File: src/sv/i2cbs_pkg.sv
`timescale 1ns / 1ps
// Shared types and constants for the I2C master bit sequencer.
// No dependencies; used by i2cbs_core and i2c_master_bit_sequencer_unit.
package i2cbs_pkg;

    localparam int OP_W    = 3;
    localparam int BYTE_W  = 8;
    localparam int TICKS_W = 8;

    localparam logic [TICKS_W-1:0] TICKS_PER_US_RESET = 8'd8;

    localparam logic [OP_W-1:0] OP_TICK  = 3'd0;
    localparam logic [OP_W-1:0] OP_START = 3'd1;
    localparam logic [OP_W-1:0] OP_STOP  = 3'd2;
    localparam logic [OP_W-1:0] OP_WRITE = 3'd3;
    localparam logic [OP_W-1:0] OP_READ  = 3'd4;

    typedef struct packed {
        logic [OP_W-1:0]   operation;
        logic [BYTE_W-1:0] write_byte;
        logic              send_ack;
        logic              sda_in;
    } item_t;

    typedef struct packed {
        logic              scl_level;
        logic              sda_level;
        logic              sda_listening;
        logic              busy_res;
        logic              done_res;
        logic [BYTE_W-1:0] read_data;
        logic              ack_received;
        logic              rejected;
    } result_t;

endpackage

File: src/sv/i2cbs_core.sv
`timescale 1ns / 1ps
// Bus sequencing state and its one-step update per transaction.
// Depends on i2cbs_pkg.
module i2cbs_core
    import i2cbs_pkg::*;
(
    input  logic               clk,
    input  logic               rst_n,
    input  logic               step_en,
    input  item_t              item,
    input  logic [TICKS_W-1:0] ticks_per_us,
    output result_t            result
);

    localparam logic [4:0] PH_IDLE     = 5'd0;
    localparam logic [4:0] PH_ST_A     = 5'd1;
    localparam logic [4:0] PH_ST_B     = 5'd2;
    localparam logic [4:0] PH_SP_A     = 5'd3;
    localparam logic [4:0] PH_SP_B     = 5'd4;
    localparam logic [4:0] PH_SP_C     = 5'd5;
    localparam logic [4:0] PH_WR_SETUP = 5'd6;
    localparam logic [4:0] PH_WR_HIGH  = 5'd7;
    localparam logic [4:0] PH_WR_LOW   = 5'd8;
    localparam logic [4:0] PH_WA_SETUP = 5'd9;
    localparam logic [4:0] PH_WA_HIGH  = 5'd10;
    localparam logic [4:0] PH_WA_TAIL  = 5'd11;
    localparam logic [4:0] PH_RD_PREP  = 5'd12;
    localparam logic [4:0] PH_RD_HIGH  = 5'd13;
    localparam logic [4:0] PH_RD_LOW   = 5'd14;
    localparam logic [4:0] PH_RK_SETUP = 5'd15;
    localparam logic [4:0] PH_RK_HIGH  = 5'd16;
    localparam logic [4:0] PH_RK_LOW   = 5'd17;

    logic [4:0]         phase_reg,     phase_next;
    logic [3:0]         bit_count_reg, bit_count_next;
    logic [2:0]         wait_us_reg,   wait_us_next;
    logic [TICKS_W-1:0] prescale_reg,  prescale_next;
    logic [BYTE_W-1:0]  shift_reg,     shift_next;
    logic [BYTE_W-1:0]  read_data_reg, read_data_next;
    logic               ack_to_send_reg, ack_to_send_next;
    logic               ack_seen_reg,    ack_seen_next;
    logic               scl_reg,         scl_next;
    logic               sda_reg,         sda_next;
    logic               sda_in_mode_reg, sda_in_mode_next;

    logic               done;
    logic               rej;
    logic [TICKS_W-1:0] limit;
    logic [TICKS_W-1:0] prescale_inc;
    logic [2:0]         wait_dec;
    logic [3:0]         bit_inc;

    assign limit        = (ticks_per_us == '0) ? TICKS_W'(1) : ticks_per_us;
    assign prescale_inc = prescale_reg + TICKS_W'(1);
    assign wait_dec     = (wait_us_reg != 3'd0) ? wait_us_reg - 3'd1 : 3'd0;
    assign bit_inc      = bit_count_reg + 4'd1;

    always_comb
    begin
        phase_next       = phase_reg;
        bit_count_next   = bit_count_reg;
        wait_us_next     = wait_us_reg;
        prescale_next    = prescale_reg;
        shift_next       = shift_reg;
        read_data_next   = read_data_reg;
        ack_to_send_next = ack_to_send_reg;
        ack_seen_next    = ack_seen_reg;
        scl_next         = scl_reg;
        sda_next         = sda_reg;
        sda_in_mode_next = sda_in_mode_reg;
        done             = 1'b0;
        rej              = 1'b0;

        if (item.operation == OP_START || item.operation == OP_STOP ||
            item.operation == OP_WRITE || item.operation == OP_READ)
        begin
            if (phase_reg != PH_IDLE)
            begin
                rej = 1'b1;
            end
            else
            begin
                prescale_next = '0;
                case (item.operation)
                    OP_START:
                    begin
                        scl_next     = 1'b1;
                        sda_next     = 1'b1;
                        phase_next   = PH_ST_A;
                        wait_us_next = 3'd5;
                    end
                    OP_STOP:
                    begin
                        sda_next     = 1'b0;
                        phase_next   = PH_SP_A;
                        wait_us_next = 3'd5;
                    end
                    OP_WRITE:
                    begin
                        // first bit goes out immediately
                        sda_next       = item.write_byte[BYTE_W-1];
                        shift_next     = {item.write_byte[BYTE_W-2:0], 1'b0};
                        bit_count_next = '0;
                        phase_next     = PH_WR_SETUP;
                        wait_us_next   = 3'd1;
                    end
                    default:
                    begin
                        ack_to_send_next = item.send_ack;
                        shift_next       = '0;
                        bit_count_next   = '0;
                        sda_next         = 1'b1;
                        sda_in_mode_next = 1'b1;
                        phase_next       = PH_RD_PREP;
                        wait_us_next     = 3'd2;
                    end
                endcase
            end
        end
        else if (item.operation == OP_TICK && phase_reg != PH_IDLE)
        begin
            prescale_next = prescale_inc;
            if (prescale_inc >= limit)
            begin
                prescale_next = '0;
                wait_us_next  = wait_dec;
                if (wait_dec == 3'd0)
                begin
                    // end of wait: step the sequence; prescale is already cleared above
                    case (phase_reg)
                        PH_ST_A:
                        begin
                            sda_next = 1'b0; phase_next = PH_ST_B; wait_us_next = 3'd5;
                        end
                        PH_ST_B:
                        begin
                            scl_next = 1'b0; phase_next = PH_IDLE; done = 1'b1;
                        end
                        PH_SP_A:
                        begin
                            scl_next = 1'b1; phase_next = PH_SP_B; wait_us_next = 3'd5;
                        end
                        PH_SP_B:
                        begin
                            sda_next = 1'b1; phase_next = PH_SP_C; wait_us_next = 3'd5;
                        end
                        PH_SP_C:
                        begin
                            phase_next = PH_IDLE; done = 1'b1;
                        end
                        PH_WR_SETUP:
                        begin
                            scl_next = 1'b1; phase_next = PH_WR_HIGH; wait_us_next = 3'd3;
                        end
                        PH_WR_HIGH:
                        begin
                            scl_next = 1'b0; phase_next = PH_WR_LOW; wait_us_next = 3'd2;
                        end
                        PH_WR_LOW:
                        begin
                            bit_count_next = bit_inc;
                            if (bit_inc < 4'd8)
                            begin
                                sda_next     = shift_reg[BYTE_W-1];
                                shift_next   = {shift_reg[BYTE_W-2:0], 1'b0};
                                phase_next   = PH_WR_SETUP;
                                wait_us_next = 3'd1;
                            end
                            else
                            begin
                                sda_next         = 1'b1;
                                sda_in_mode_next = 1'b1;
                                phase_next       = PH_WA_SETUP;
                                wait_us_next     = 3'd1;
                            end
                        end
                        PH_WA_SETUP:
                        begin
                            scl_next = 1'b1; phase_next = PH_WA_HIGH; wait_us_next = 3'd2;
                        end
                        PH_WA_HIGH:
                        begin
                            ack_seen_next    = ~item.sda_in;
                            scl_next         = 1'b0;
                            sda_in_mode_next = 1'b0;
                            phase_next       = PH_WA_TAIL;
                            wait_us_next     = 3'd1;
                        end
                        PH_WA_TAIL:
                        begin
                            phase_next = PH_IDLE; done = 1'b1;
                        end
                        PH_RD_PREP:
                        begin
                            scl_next = 1'b1; phase_next = PH_RD_HIGH; wait_us_next = 3'd5;
                        end
                        PH_RD_HIGH:
                        begin
                            shift_next   = {shift_reg[BYTE_W-2:0], item.sda_in};
                            scl_next     = 1'b0;
                            phase_next   = PH_RD_LOW;
                            wait_us_next = 3'd5;
                        end
                        PH_RD_LOW:
                        begin
                            bit_count_next = bit_inc;
                            if (bit_inc < 4'd8)
                            begin
                                scl_next     = 1'b1;
                                phase_next   = PH_RD_HIGH;
                                wait_us_next = 3'd5;
                            end
                            else
                            begin
                                sda_in_mode_next = 1'b0;
                                sda_next         = ~ack_to_send_reg;
                                phase_next       = PH_RK_SETUP;
                                wait_us_next     = 3'd2;
                            end
                        end
                        PH_RK_SETUP:
                        begin
                            scl_next = 1'b1; phase_next = PH_RK_HIGH; wait_us_next = 3'd5;
                        end
                        PH_RK_HIGH:
                        begin
                            scl_next = 1'b0; phase_next = PH_RK_LOW; wait_us_next = 3'd2;
                        end
                        PH_RK_LOW:
                        begin
                            sda_next       = 1'b1;
                            read_data_next = shift_reg;
                            phase_next     = PH_IDLE;
                            done           = 1'b1;
                        end
                        default:
                        begin
                            phase_next = PH_IDLE;
                        end
                    endcase
                end
            end
        end
    end

    always_ff @(posedge clk or negedge rst_n)
    begin
        if (!rst_n)
        begin
            phase_reg       <= PH_IDLE;
            bit_count_reg   <= '0;
            wait_us_reg     <= '0;
            prescale_reg    <= '0;
            shift_reg       <= '0;
            read_data_reg   <= '0;
            ack_to_send_reg <= 1'b0;
            ack_seen_reg    <= 1'b0;
            scl_reg         <= 1'b1;
            sda_reg         <= 1'b1;
            sda_in_mode_reg <= 1'b0;
        end
        else if (step_en)
        begin
            phase_reg       <= phase_next;
            bit_count_reg   <= bit_count_next;
            wait_us_reg     <= wait_us_next;
            prescale_reg    <= prescale_next;
            shift_reg       <= shift_next;
            read_data_reg   <= read_data_next;
            ack_to_send_reg <= ack_to_send_next;
            ack_seen_reg    <= ack_seen_next;
            scl_reg         <= scl_next;
            sda_reg         <= sda_next;
            sda_in_mode_reg <= sda_in_mode_next;
        end
    end

    // result reflects the state after this transaction
    always_comb
    begin
        result.scl_level     = scl_next;
        result.sda_level     = sda_next;
        result.sda_listening = sda_in_mode_next;
        result.busy_res      = (phase_next != PH_IDLE);
        result.done_res      = done;
        result.read_data     = read_data_next;
        result.ack_received  = ack_seen_next;
        result.rejected      = rej;
    end

endmodule

File: src/sv/i2c_master_bit_sequencer_unit.sv
`timescale 1ns / 1ps
// Top level of the I2C master bit sequencer: input register, core, result register.
// Depends on i2cbs_pkg and i2cbs_core.
//
// Usage:
//   Input channel (in_valid / in_stall) carries one transaction per item: a tick
//   with the sampled SDA level, or a start, stop, write-byte or read-byte command.
//   Output channel (out_valid / out_stall) returns exactly one result per item:
//   SCL level, SDA level and direction, busy, done pulse, last read byte, last
//   ACK seen and a rejected flag for a command that arrived while busy.
//   Config channel (cfg_valid / cfg_ready / cfg_data) writes ticks_per_us; it is
//   always ready and should only be written while the sequencer is idle.
//   Timing: the item is registered on accept, and its result is registered when the
//   output advances, raising out_valid. Throughput is one item per cycle while
//   out_stall is low, with a single-step state update between the two registers.
//   Reset clears both stages, returns the bus to idle with SCL and SDA released
//   high, SDA in output mode, and ticks_per_us to 8.
//   When the receiver stalls, the result register holds, the input register holds
//   the next item, and in_stall rises once both are occupied.
module i2c_master_bit_sequencer_unit
    import i2cbs_pkg::*;
#(
    parameter logic [TICKS_W-1:0] TICKS_RESET = TICKS_PER_US_RESET
)
(
    input  logic               clk,
    input  logic               rst_n,

    input  logic               in_valid,
    output logic               in_stall,
    input  logic [OP_W-1:0]    operation,
    input  logic [BYTE_W-1:0]  write_byte,
    input  logic               send_ack,
    input  logic               sda_in,

    output logic               out_valid,
    input  logic               out_stall,
    output logic               scl_level,
    output logic               sda_level,
    output logic               sda_listening,
    output logic               busy_res,
    output logic               done_res,
    output logic [BYTE_W-1:0]  read_data,
    output logic               ack_received,
    output logic               rejected,

    input  logic               cfg_valid,
    output logic               cfg_ready,
    input  logic [TICKS_W-1:0] cfg_data
);

    logic               in_vld_reg;
    item_t              item_reg;
    logic               out_vld_reg;
    result_t            result_reg;
    result_t            core_result;
    logic [TICKS_W-1:0] ticks_per_us_reg;
    logic               advance;
    logic               step_en;

    assign advance   = !out_vld_reg || !out_stall;
    assign step_en   = in_vld_reg && advance;
    assign in_stall  = in_vld_reg && !advance;
    assign cfg_ready = 1'b1;

    always_ff @(posedge clk or negedge rst_n)
    begin
        if (!rst_n)
        begin
            ticks_per_us_reg <= TICKS_RESET;
        end
        else if (cfg_valid && cfg_ready)
        begin
            ticks_per_us_reg <= cfg_data;
        end
    end

    always_ff @(posedge clk or negedge rst_n)
    begin
        if (!rst_n)
        begin
            in_vld_reg <= 1'b0;
        end
        else if (!in_stall)
        begin
            in_vld_reg <= in_valid;
        end
    end

    always_ff @(posedge clk)
    begin
        if (in_valid && !in_stall)
        begin
            item_reg.operation  <= operation;
            item_reg.write_byte <= write_byte;
            item_reg.send_ack   <= send_ack;
            item_reg.sda_in     <= sda_in;
        end
    end

    i2cbs_core u_core
    (
        .clk          (clk),
        .rst_n        (rst_n),
        .step_en      (step_en),
        .item         (item_reg),
        .ticks_per_us (ticks_per_us_reg),
        .result       (core_result)
    );

    always_ff @(posedge clk or negedge rst_n)
    begin
        if (!rst_n)
        begin
            out_vld_reg <= 1'b0;
        end
        else if (advance)
        begin
            out_vld_reg <= in_vld_reg;
        end
    end

    always_ff @(posedge clk)
    begin
        if (step_en)
        begin
            result_reg <= core_result;
        end
    end

    assign out_valid     = out_vld_reg;
    assign scl_level     = result_reg.scl_level;
    assign sda_level     = result_reg.sda_level;
    assign sda_listening = result_reg.sda_listening;
    assign busy_res      = result_reg.busy_res;
    assign done_res      = result_reg.done_res;
    assign read_data     = result_reg.read_data;
    assign ack_received  = result_reg.ack_received;
    assign rejected      = result_reg.rejected;

endmodule

File: config.mk
export PLATFORM = sky130hd
export DESIGN_NAME = i2c_master_bit_sequencer_unit
export DESIGN_NICKNAME = d
export VERILOG_FILES = /design/src/sv/i2cbs_pkg.sv /design/src/sv/i2cbs_core.sv /design/src/sv/i2c_master_bit_sequencer_unit.sv
export SDC_FILE = /design/constraint.sdc
export NUM_CORES = 1
export LEC_CHECK = 0
export BUFFER_PORTS_ARGS = -buffer_cell sky130_fd_sc_hd__buf_2
export CAP_MARGIN = 25
export CELL_PAD_IN_SITES_DETAIL_PLACEMENT = 0
export CELL_PAD_IN_SITES_GLOBAL_PLACEMENT = 1
export CORE_UTILIZATION = 30
export DETAILED_ROUTE_END_ITERATION = 10
export PLACE_DENSITY = 0.58
export SLEW_MARGIN = 30
export SYNTH_ARGS = -nofsm -noshare
export SYNTH_HDL_FRONTEND = slang
export SYNTH_SLANG_ARGS = --single-unit
export TNS_END_PERCENT = 100
File: constraint.sdc
create_clock -name clk -period 3.53 [get_ports clk]
set_input_delay 0.353 -clock clk [delete_from_list [all_inputs] [get_ports clk]]
set_output_delay 0.353 -clock clk [all_outputs]
set_load 0.05 [all_outputs]
==> qor.csv <==
metric,value,unit
routedWlPerCell,17.5,um
clk_pin_slew,0.06,ns
numCtsBuffers,9,
post-route-min-period,3.29,ns
p_sw_share,39.3,%
slowest_delay,0.48,ns
p_sw,1350,uW
relSlewSlack,55.2,%
r2r_cells,10,
rows,44,
rrSetupSlack,0.24,ns
clk_latency,0.35,ns
postSynth.asyncResetShare,64.6,%
start_util,31.2,%
critPathSlowestCell,nor2_2,
yosysWarnings,0,
clkSinkCount,79,
rsz0062_at_grt,no,
ctsHoldBuffers,0,
final_hold_viol_count,30,
io-pin-count,44,
cts_setup_buffers,0,
finalClockSkew,0.00559,ns
cp-end-kind,flop,
synth_area_per_cell,10.3,um2
ys_seq_area_share,46.3,%
cp.buffers_inverters,0,
via_count,3606,
setup_viol,0,
slew_violations,0,
fin_cells,679,
final_nets,528,
synth_cells,445,
critical_path_class,flop to flop,
pwr-share-clk,26.0,%
path_cells,"ha_1, nand3_1, nor2_1, xor2_1, ha_1, nand4_1, a31o_2, a211o_1, nor2_2, mux2_2",
largest_reg_flops,13,
p_comb_share,38.4,%
drive_gt1_share,25.5,%
start_kind,flop,
grt_pass1_vias,3495,
gp_congestion,0.832,
netlist_area,4580,um2
worst_path_most_repeated_cell,ha_1,
hold_class,input port to asynchronous set/reset pin,
grt.total_usage,15.7,%
die_h,126,um
cp_top_family,simple AND/OR/NAND/NOR gates,
period_share,93.3,%
fp.dieW,126,um
drt_iter0_markers,171,
grt-ovfl-total,0,
via_per_inst,5.31,
grt_pass1_wl,19.1,mm
fmax,304,MHz
dieArea,15800,um2
r2r_end,read_data[3],
powerDensity,646,nW/um2
violations,"DRC, hold timing",
drtPass1Iterations,8,
hold_slack,-0.0118,ns
status,"finished, violations left",
design.core.area,14700,um2
ys_seq_elements,79,
routed_wl,11.9,mm
synth_edf_count,28,
r2r-start,u_core.prescale_reg[0],
seqPwrFrac,35.6,%
clk_path_buf_depth,2,
critPathMaxFanout,8,
ctsResizeCount,0,
p_int,2090,uW
area_growth,16.2,%
antenna_cells,0,
setup-tns-final,0,ns
cp.required,3.63,ns
cts_root_buf,clkbuf_16,
pre_cts_ws,0.233,ns
postSynthNetCount,483,
worst_slack,0.238,ns
drtAntennaViolNets,0,
place_inst,663,
port-buffer-count,42,
synth_ff_type,dfrtp_1,
drc_errors,1,
synth.distinct_cells,73,
crit_arrival,3.39,ns
hpwl,8.44,mm
grt_max_degree,36,
antenna_found_initial,0,
vdd_drop_max,0.278,mV
power.leakage,0.00227,uW
cap_viol_max_count,0,
cts_tree,done,
worstMarginPinSlew,0.664,ns
cts_max_level,3,
[per-stage QoR]
step | util, % | hold WS [ns] | power (uW) | area (um2)
after floorplan | - | 0.0574 | 2200 | 4580
after global placement | 34.3 | 0.471 | 2550 | 5040
after detailed placement | 34.3 | 0.485 | 2560 | 5040
after CTS | 36.2 | 0.166 | 3470 | 5320
after global routing | 36.2 | 0.0267 | 3660 | 5330
final | 36.2 | -0.0118 | 3440 | 5330
[layout by cell type, fill, tap and decap left out, types with 4 or more instances in the layout]
master	n
dfrtp_1	48
nand2_1	47
buf_2	41
mux2_2	31
edfxtp_1	28
nor2_1	27
o21ai_0	23
buf_4	20
inv_1	16
a21oi_1	14
nand3_1	12
ha_1	12
nor3_1	10
mux2i_1	9
clkbuf_16	9
xnor2_1	8
nand2b_1	8
a22o_1	8
nor2b_1	7
o211ai_1	6
a21o_1	6
a211oi_1	6
o41ai_1	6
and3_1	4
nand4_1	4
xor2_1	4
a31oi_1	4
nand3b_1	4
[worst max-delay path by stage]
stage / from / end / slack, ns / depth (start not counted)
after floorplan: u_core.prescale_reg[0] / read_data[0] / 0.60 / 11
after detailed placement: u_core.prescale_reg[0] / read_data[3] / 0.23 / 10
after global placement: u_core.prescale_reg[0] / read_data[1] / 0.31 / 10
final: u_core.prescale_reg[0] / read_data[3] / 0.24 / 10
after CTS: u_core.prescale_reg[0] / read_data[3] / 0.23 / 10
after global routing: u_core.prescale_reg[0] / read_data[3] / 0.02 / 10
[routing by layer]
metal  global-route usage [%]  wire length, um
met4                     5.09              150
met3                     3.27              478
met1                     21.5             5730
met2                     24.7             5490
met5                        0                0
[power groups by stage]
stage	clock network, uW	registers (uW)	logic, uW
after floorplan	0	1250	941
after global placement	0	1240	1310
after detailed placement	0	1240	1320
after CTS	918	1220	1320
after global routing	953	1240	1470
final	894	1220	1320
[layout make-up]
class	instances	area, um2
clock inverters	6	52.6
clock buffers	10	229
repair buffers	61	355
multi-input cells	321	2270
flip-flops and latches	79	2120
well taps	184	230
fillers	1426	9370
inverters	18	67.6
[synthesized netlist by cell type, drive strengths merged (2+ instances only)]
library cell | instances | area, um2
and3 | 5 | 32.5
dfrtp | 48 | 1200
nor2 | 28 | 108
o21ai | 23 | 115
nand3b | 4 | 30.0
buf | 11 | 66.3
nand2 | 47 | 176
mux2i | 9 | 90.1
inv | 17 | 63.8
a21o | 6 | 45.0
xnor2 | 8 | 70.1
ha | 12 | 150
maj3 | 2 | 20.0
edfxtp | 28 | 841
or3 | 3 | 18.8
a211oi | 6 | 45.0
nand4 | 4 | 25.0
a31oi | 4 | 25.0
nand3 | 12 | 60.1
a22o | 9 | 80.1
a22oi | 2 | 15.0
xor2 | 5 | 51.3
and2 | 3 | 18.8
nor2b | 7 | 43.8
o221ai | 3 | 26.3
o2bb2ai | 2 | 17.5
clkbuf | 16 | 60.1
or2 | 2 | 12.5
a41o | 2 | 20.0
nor3 | 12 | 82.6
nor4 | 3 | 18.8
mux2 | 31 | 349
dfstp | 3 | 78.8
nand4b | 3 | 26.3
nand2b | 8 | 50.1
o31ai | 4 | 35.0
o21bai | 2 | 15.0
a32oi | 2 | 17.5
o41ai | 6 | 52.6
o221a | 2 | 22.5
a21oi | 15 | 78.8
o211ai | 6 | 45.0
[worst register-to-register path: stages (launching register included)]
cell and delay [ns]:
dfrtp_1 0.42, ha_1 0.26, nand3_1 0.14, nor2_1 0.15, xor2_1 0.10, ha_1 0.30, nand4_1 0.11, a31o_2 0.26
a211o_1 0.43, nor2_2 0.48, mux2_2 0.40
[cells by family after synthesis]
kind of cell | count (synthesis) | synth area share, %
simple gates | 146 | 16.3
compound gates | 107 | 17.2
flops | 79 | 46.3
buf+inv | 45 | 4.23
mux | 40 | 9.58
fa+ha+maj | 14 | 3.71
xor+xnor | 13 | 2.65
other cells | 1 | 0.0818
No activity file was read; power rests on OpenSTA's default activity.
